**src/rtl/sorted_range_search_macros.svh**
```systemverilog
// Assertion helpers used by the RTL controller (srs_ctrl).
`ifndef SORTED_RANGE_SEARCH_MACROS_SVH
`define SORTED_RANGE_SEARCH_MACROS_SVH

// Same-cycle implication, checked outside reset.
`define SRS_ASSERT_IMPL(lbl, ante, cons) \
    lbl: assert property (@(posedge i_clk) disable iff (!i_rst_n) (ante) |-> (cons)) \
        else $error("assertion failed");

// Next-cycle implication, checked outside reset.
`define SRS_ASSERT_NEXT(lbl, ante, cons) \
    lbl: assert property (@(posedge i_clk) disable iff (!i_rst_n) (ante) |=> (cons)) \
        else $error("assertion failed");

`endif

```
**src/rtl/srs_pkg.sv**
```systemverilog
package srs_pkg;

    localparam int DEF_DEPTH = 1024;
    localparam int VAL_W     = 32;
    localparam int OUT_W     = 11;

    localparam logic [1:0] OP_APPEND = 2'd0;
    localparam logic [1:0] OP_QUERY  = 2'd1;
    localparam logic [1:0] OP_CLEAR  = 2'd2;

    // controller -> datapath
    typedef struct packed {
        logic append;     // write word at fill count
        logic clear;      // empty the store
        logic q_start;    // latch key, open first search
        logic rd;         // read store at midpoint
        logic step;       // narrow window on read data
        logic next_pass;  // save first index, open second search
        logic finish;     // save last index
    } t_dp_cmd;

    // datapath -> controller
    typedef struct packed {
        logic full;
        logic more;       // window not empty
        logic pass;       // 1 during the highest-index search
    } t_dp_sts;

endpackage

```
**src/rtl/srs_ctrl.sv**
```systemverilog
`include "sorted_range_search_macros.svh"

module srs_ctrl (
    input  logic             i_clk,
    input  logic             i_rst_n,
    input  logic             i_start,
    input  logic [1:0]       i_opcode,
    input  srs_pkg::t_dp_sts i_sts,
    output srs_pkg::t_dp_cmd o_cmd,
    output logic             o_busy,
    output logic             o_done
);
    import srs_pkg::*;

    localparam logic [1:0] S_IDLE = 2'd0;
    localparam logic [1:0] S_READ = 2'd1;
    localparam logic [1:0] S_CMP  = 2'd2;
    localparam logic [1:0] S_DONE = 2'd3;

    logic [1:0] r_state, n_state;
    logic       accept;

    assign accept = i_start && (r_state == S_IDLE);

    always_comb begin
        n_state = r_state;
        o_cmd   = '0;
        unique case (r_state)
            S_IDLE: begin
                if (accept) begin
                    unique case (i_opcode)
                        OP_APPEND: o_cmd.append = !i_sts.full;
                        OP_QUERY: begin
                            o_cmd.q_start = 1'b1;
                            n_state       = S_READ;
                        end
                        OP_CLEAR:  o_cmd.clear = 1'b1;
                        default: ;  // unused code, ignored
                    endcase
                end
            end
            S_READ: begin
                if (i_sts.more) begin
                    o_cmd.rd = 1'b1;
                    n_state  = S_CMP;
                end else if (!i_sts.pass) begin
                    o_cmd.next_pass = 1'b1;
                end else begin
                    o_cmd.finish = 1'b1;
                    n_state      = S_DONE;
                end
            end
            S_CMP: begin
                o_cmd.step = 1'b1;
                n_state    = S_READ;
            end
            S_DONE: n_state = S_IDLE;
            default: n_state = S_IDLE;
        endcase
    end

    always_ff @(posedge i_clk) begin
        if (!i_rst_n) begin
            r_state <= S_IDLE;
        end else begin
            r_state <= n_state;
        end
    end

    assign o_busy = (r_state != S_IDLE);
    assign o_done = (r_state == S_DONE);

    `SRS_ASSERT_NEXT(a_done_one_cycle, r_state == S_DONE, r_state == S_IDLE)
    `SRS_ASSERT_NEXT(a_read_then_cmp, o_cmd.rd, o_cmd.step)
    `SRS_ASSERT_NEXT(a_query_starts, accept && i_opcode == OP_QUERY, o_busy && !o_done)
    `SRS_ASSERT_IMPL(a_no_write_when_full, o_cmd.append, !i_sts.full)

endmodule

```
**config.mk**
```make
export PLATFORM = sky130hd
export DESIGN_NAME = srs_ctrl
export DESIGN_NICKNAME = d
export VERILOG_FILES = /design/src/rtl/srs_pkg.sv /design/src/rtl/srs_ctrl.sv
export VERILOG_INCLUDE_DIRS = /design/src /design/src/rtl
export SDC_FILE = /design/constraint.sdc
export NUM_CORES = 1
export LEC_CHECK = 0
export BUFFER_PORTS_ARGS = -buffer_cell sky130_fd_sc_hd__buf_2
export CAP_MARGIN = 40
export CORE_AREA = 2 2 39 41
export CTS_BUF_LIST = sky130_fd_sc_hd__clkbuf_8 sky130_fd_sc_hd__clkbuf_16
export CTS_CLUSTER_DIAMETER = 40
export CTS_CLUSTER_SIZE = 8
export DETAILED_ROUTE_END_ITERATION = 7
export DIE_AREA = 0 0 41 43
export PLACE_DENSITY = 0.43
export SLEW_MARGIN = 10
export SYNTH_ARGS = -nofsm -noshare
export SYNTH_HDL_FRONTEND = slang
export SYNTH_SLANG_ARGS = --single-unit
```
**constraint.sdc**
```tcl
create_clock -name i_clk -period 0.98 [get_ports i_clk]
set_clock_uncertainty 0.1 [all_clocks]
set_input_delay 0.049 -clock i_clk [delete_from_list [all_inputs] [get_ports i_clk]]
set_output_delay 0.049 -clock i_clk [all_outputs]
set_load 0.01 [all_outputs]
```
After elaboration in Yosys (flattened, before gate mapping)
Index checks and enable logic that the tools add are counted.
{"block": "word_totals", "reg_bits": 2, "inputBits": 8, "output_inout_bits": 9, "word_cells": 32}
{"block": "classes", "eq_ne": 8, "mux": 17, "n_reduce_logical": 6}
{"operator": "2-bit two-way mux", "count": 6}
{"operator": "1-bit two-way mux", "count": 8}
{"operator": "2-bit one-hot mux with 4 select lines", "count": 1}
{"operator": "2-bit == test (second input constant)", "count": 3}
{"operator": "3-bit two-way mux", "count": 2}
{"operator": "2-bit by 1-bit == test with 1-bit output (second input constant)", "count": 2}
{"operator": "2-bit logical NOT", "count": 2}
{"operator": "3-bit != test (second input constant)", "count": 1}
{"operator": "3-bit AND reduction", "count": 1}
{"operator": "2-bit by 1-bit != test with 1-bit output (second input constant)", "count": 1}
{"operator": "2-bit != test (second input constant)", "count": 1}
{"operator": "2-bit nonzero test", "count": 1}
{"operator": "1-bit logical AND", "count": 1}
{"operator": "1-bit logical NOT", "count": 1}

Depth between registers and ports, before layout
{"block": "depth", "ltp_word": 4, "ltp_mapped": 2, "ltp_nobuf": 2}

Worst setup path before layout
No wires, ideal clock.
{"block": "synth_path", "path_kind": "reg2out", "from": "register r_state[1]", "to": "output port o_cmd[1] (netlist bit)", "arrival_time_ns": 0.842, "required_time_ns": 0.831, "setup_slack_ns": -0.011, "stages_incl_launch_ff": 2, "n_path_buf": 0, "cell_sequence": "dfxtp_1 nor4b_1"}
{"item": "start: declaration", "line": "srs_ctrl.sv:20", "rtl": "logic [1:0] r_state, n_state;"}
{"item": "start signal: assignment", "line": "srs_ctrl.sv:66", "rtl": "r_state <= n_state;"}
{"item": "end: declaration", "line": "srs_ctrl.sv:9", "rtl": "output srs_pkg::t_dp_cmd o_cmd,"}

==> impl_metrics.yaml <==
synth:
  synth_ff_type: "dfxtp_1"
  syn_nets: 26
  synth_fa_ha_area_share_pct: 0
  synth_common_cells: "and3b_1 (2), and4b_2 (2), dfxtp_1 (2), nor2_1 (2), o21ai_0 (2)"
  synth-seq-cells: 2
  synth-simple-area-share_pct: 60.16
  yosysTopAreaCellShare_pct: 25.00
  syn_avg_cell_area_um2: 8.897
  synth_seq_area_share_pct: 25.00
  synth_top_family_by_area: "simple AND/OR/NAND/NOR gates"
  netlist_area_um2: 160.2
  ys_warn_count: 0
  netlist_instances: 18
  synth_compound_area_share_pct: 12.50
  netlist_top_cells_area: "dfxtp_1 (25%), and4b_2 (14%), and3b_1 (11%), and4b_1 (6.3%), nor4bb_1 (6.3%)"
  synth-edff-count: 0
  synthArstFlopShare_pct: 0
  muxShareOfSynthArea_pct: 0
  synth-xor-area-share_pct: 0
  yosysTopAreaCell: "dfxtp_1"
  synth_cell_types: 13
clock_tree:
  clockBufferDepth: 2
  cts_max_level: 1
  cts.clk_slew.worst_paths_ps: 30
  cts_buffers: 3
  cts_tree: "built"
  clk_latency_ps: 210
  clock-sinks: 2
  clockRootBuffer: "clkbuf_8"
grt:
  grt_pass1_wl_um: 841
  grt_pass1_vias: 251
  grt_max_degree: 7
  grt_use_met1_pct: 6.051
  grt_util_met2_pct: 12.19
  grt-busiest-layer: "met2"
  use_met3_pct: 1.571
  grt_usage_pct: 7.307
  antenna_found_initial: 0
  grt_overflow: 0
cells_and_area:
  regMostFlops: "r_state"
  nNetsFinal: 50
  num-fill-cells: 151
  syn_to_final_growth_pct: 137.5
  top_regs: "r_state (2)"
  largest_reg_flops: 2
  diodes: 0
  drive_gt1_share_pct: 72.50
worst_setup_path:
  crit_required_ps: 830
  crit_type: "reg2out"
  r2r_slack_ps: 40
  critPathCaptureType: "primary output"
  worstPathArrival_ps: 1030
  cp_max_fo: 6
  cp-start-kind: "flip-flop"
  r2r_start: "r_state[1]"
  crit_start: "r_state[1]"
sta:
  fin_crit_sh_pct: 120.5
  setup_viol: 9
  period_needed_ps: 1180
  whs_ps: 71.03
  final.setup.tns_ps: -1306
  fmax_mhz: 847.1
  tightest_slew_ps: 200.2
  slew_violations: 0
  worst_slack_ps: -200.4
  maxSlewHeadroom_pct: 86.47
  rsz0062_at_grt: "true"
  hold_violations: 0
routing:
  ant_nets: 0
  routed_wl_um: 588
  drt_pass1_iterations: 1
  vias_per_cell: 4.143
  vias: 232
  wl_per_cell_um: 10.50
  post-route-drc-count: 0
  drt_iter0_markers: 0
floorplan:
  row_count: 14
  initial_core_util_pct: 11.57
  pin_count: 17
  die_w_um: 41
  die_area_um2: 1763
  die-height_um: 43
  core-area_um2: 1384
status:
  status: "complete, but fails checks"
  failed_checks: "negative setup slack"
pwr:
  vdd_drop_max_uv: 458.3
  total_power_w: 0.0005151
  leakagePower_nw: 0.2005
  power_density_nw_per_um2: 1354
worst_hold_path:
  worstHoldPathType: "in2reg"
  min-delay-start: "i_sts[1]"
placed_design:
  hpwl_um: 412.7
  port-buffer-count: 16
  finalWeightedCongestion: 0.6611
  place_ws_ps: -63.71
run:
  maxCapViolCount: 0
==> final cells by class <==
type / instances / area [µm²] / share of cell area [%]
clock buffers: 3 / 41.29 / 10.86
inverters: 1 / 3.754 / 0.9868
multi-input cells: 15 / 141.4 / 37.17
flip-flops and latches: 2 / 47.55 / 12.50
well taps: 16 / 20.02 / 5.263
repair buffers: 19 / 126.4 / 33.22
==> kinds of logic after synthesis <==
logic type | after synthesis
and+or+nand+nor | 12
buffers and inverters | 1
AOI/OAI and AO/OA | 3
DFF | 2
==> what timing repair did <==
item	in CTS	in global routing
setup endpoints to repair	10	11
hold endpoints to repair	1	0
hold buffers	1	0
pin swaps	5	5
buffers inserted	1	0
gates resized for setup	9	3
==> through the flow <==
stage | utilization, % | area, µm² | cells
after floorplan | - | 166.4 | 18
after global placement | 20.34 | 281.5 | 52
after detailed placement | 20.34 | 281.5 | 52
after CTS | 26.58 | 367.9 | 57
after global routing | 27.49 | 380.4 | 56
final | 27.49 | 380.4 | 56
==> power breakdown <==
| part | switching [W] | total, W | internal (W) |
|---|---|---|---|
| Combinational | 0.0000447 | 0.000105 | 0.0000604 |
| Clock | 0.0000564 | 0.000315 | 0.000259 |
| Sequential | 0.00000919 | 0.0000946 | 0.0000855 |
==> layout by cell type (no fill, tap or decap) <==
cell type | Yosys | layout
and4b_2 | 2 | 2
buf_2 | 0 | 12
nor2b_4 | 0 | 1
and2_1 | 1 | 1
o21ai_0 | 2 | 1
nor2_1 | 2 | 1
and4b_1 | 1 | 1
clkbuf_8 | 0 | 3
inv_1 | 1 | 1
buf_6 | 0 | 3
nor2_4 | 0 | 1
o21ai_2 | 0 | 1
nor4bb_1 | 1 | 1
nor4b_2 | 0 | 1
buf_4 | 0 | 3
dlygate4sd3_1 | 0 | 1
nor3b_1 | 1 | 1
dfxtp_4 | 0 | 2
and3b_1 | 2 | 2
o311a_1 | 1 | 1
==> routing by layer <==
| metal | share of wire, % | vias up | routed length (µm) |
|---|---|---|---|
| li1 | - | 117 | - |
| met1 | 35 | 107 | 207 |
| met2 | 59 | 8 | 346 |
| met3 | 6.0 | 0 | 35 |
| met4 | 0 | 0 | 0 |
| met5 | 0 | - | 0 |
==> path summary, 6_finish.rpt <==
check	cells after the start	end
max	3	o_cmd[4]
min	3	r_state[0]
max reg2reg	3	r_state[0]
min reg2reg	1	r_state[0]
==> critical path, cell delays in order (launching register included) <==
cell	delay, ps
dfxtp_4	350
nor2_4	130
and4b_2	240
buf_6	100
No activity file was read; power rests on OpenSTA's default activity.
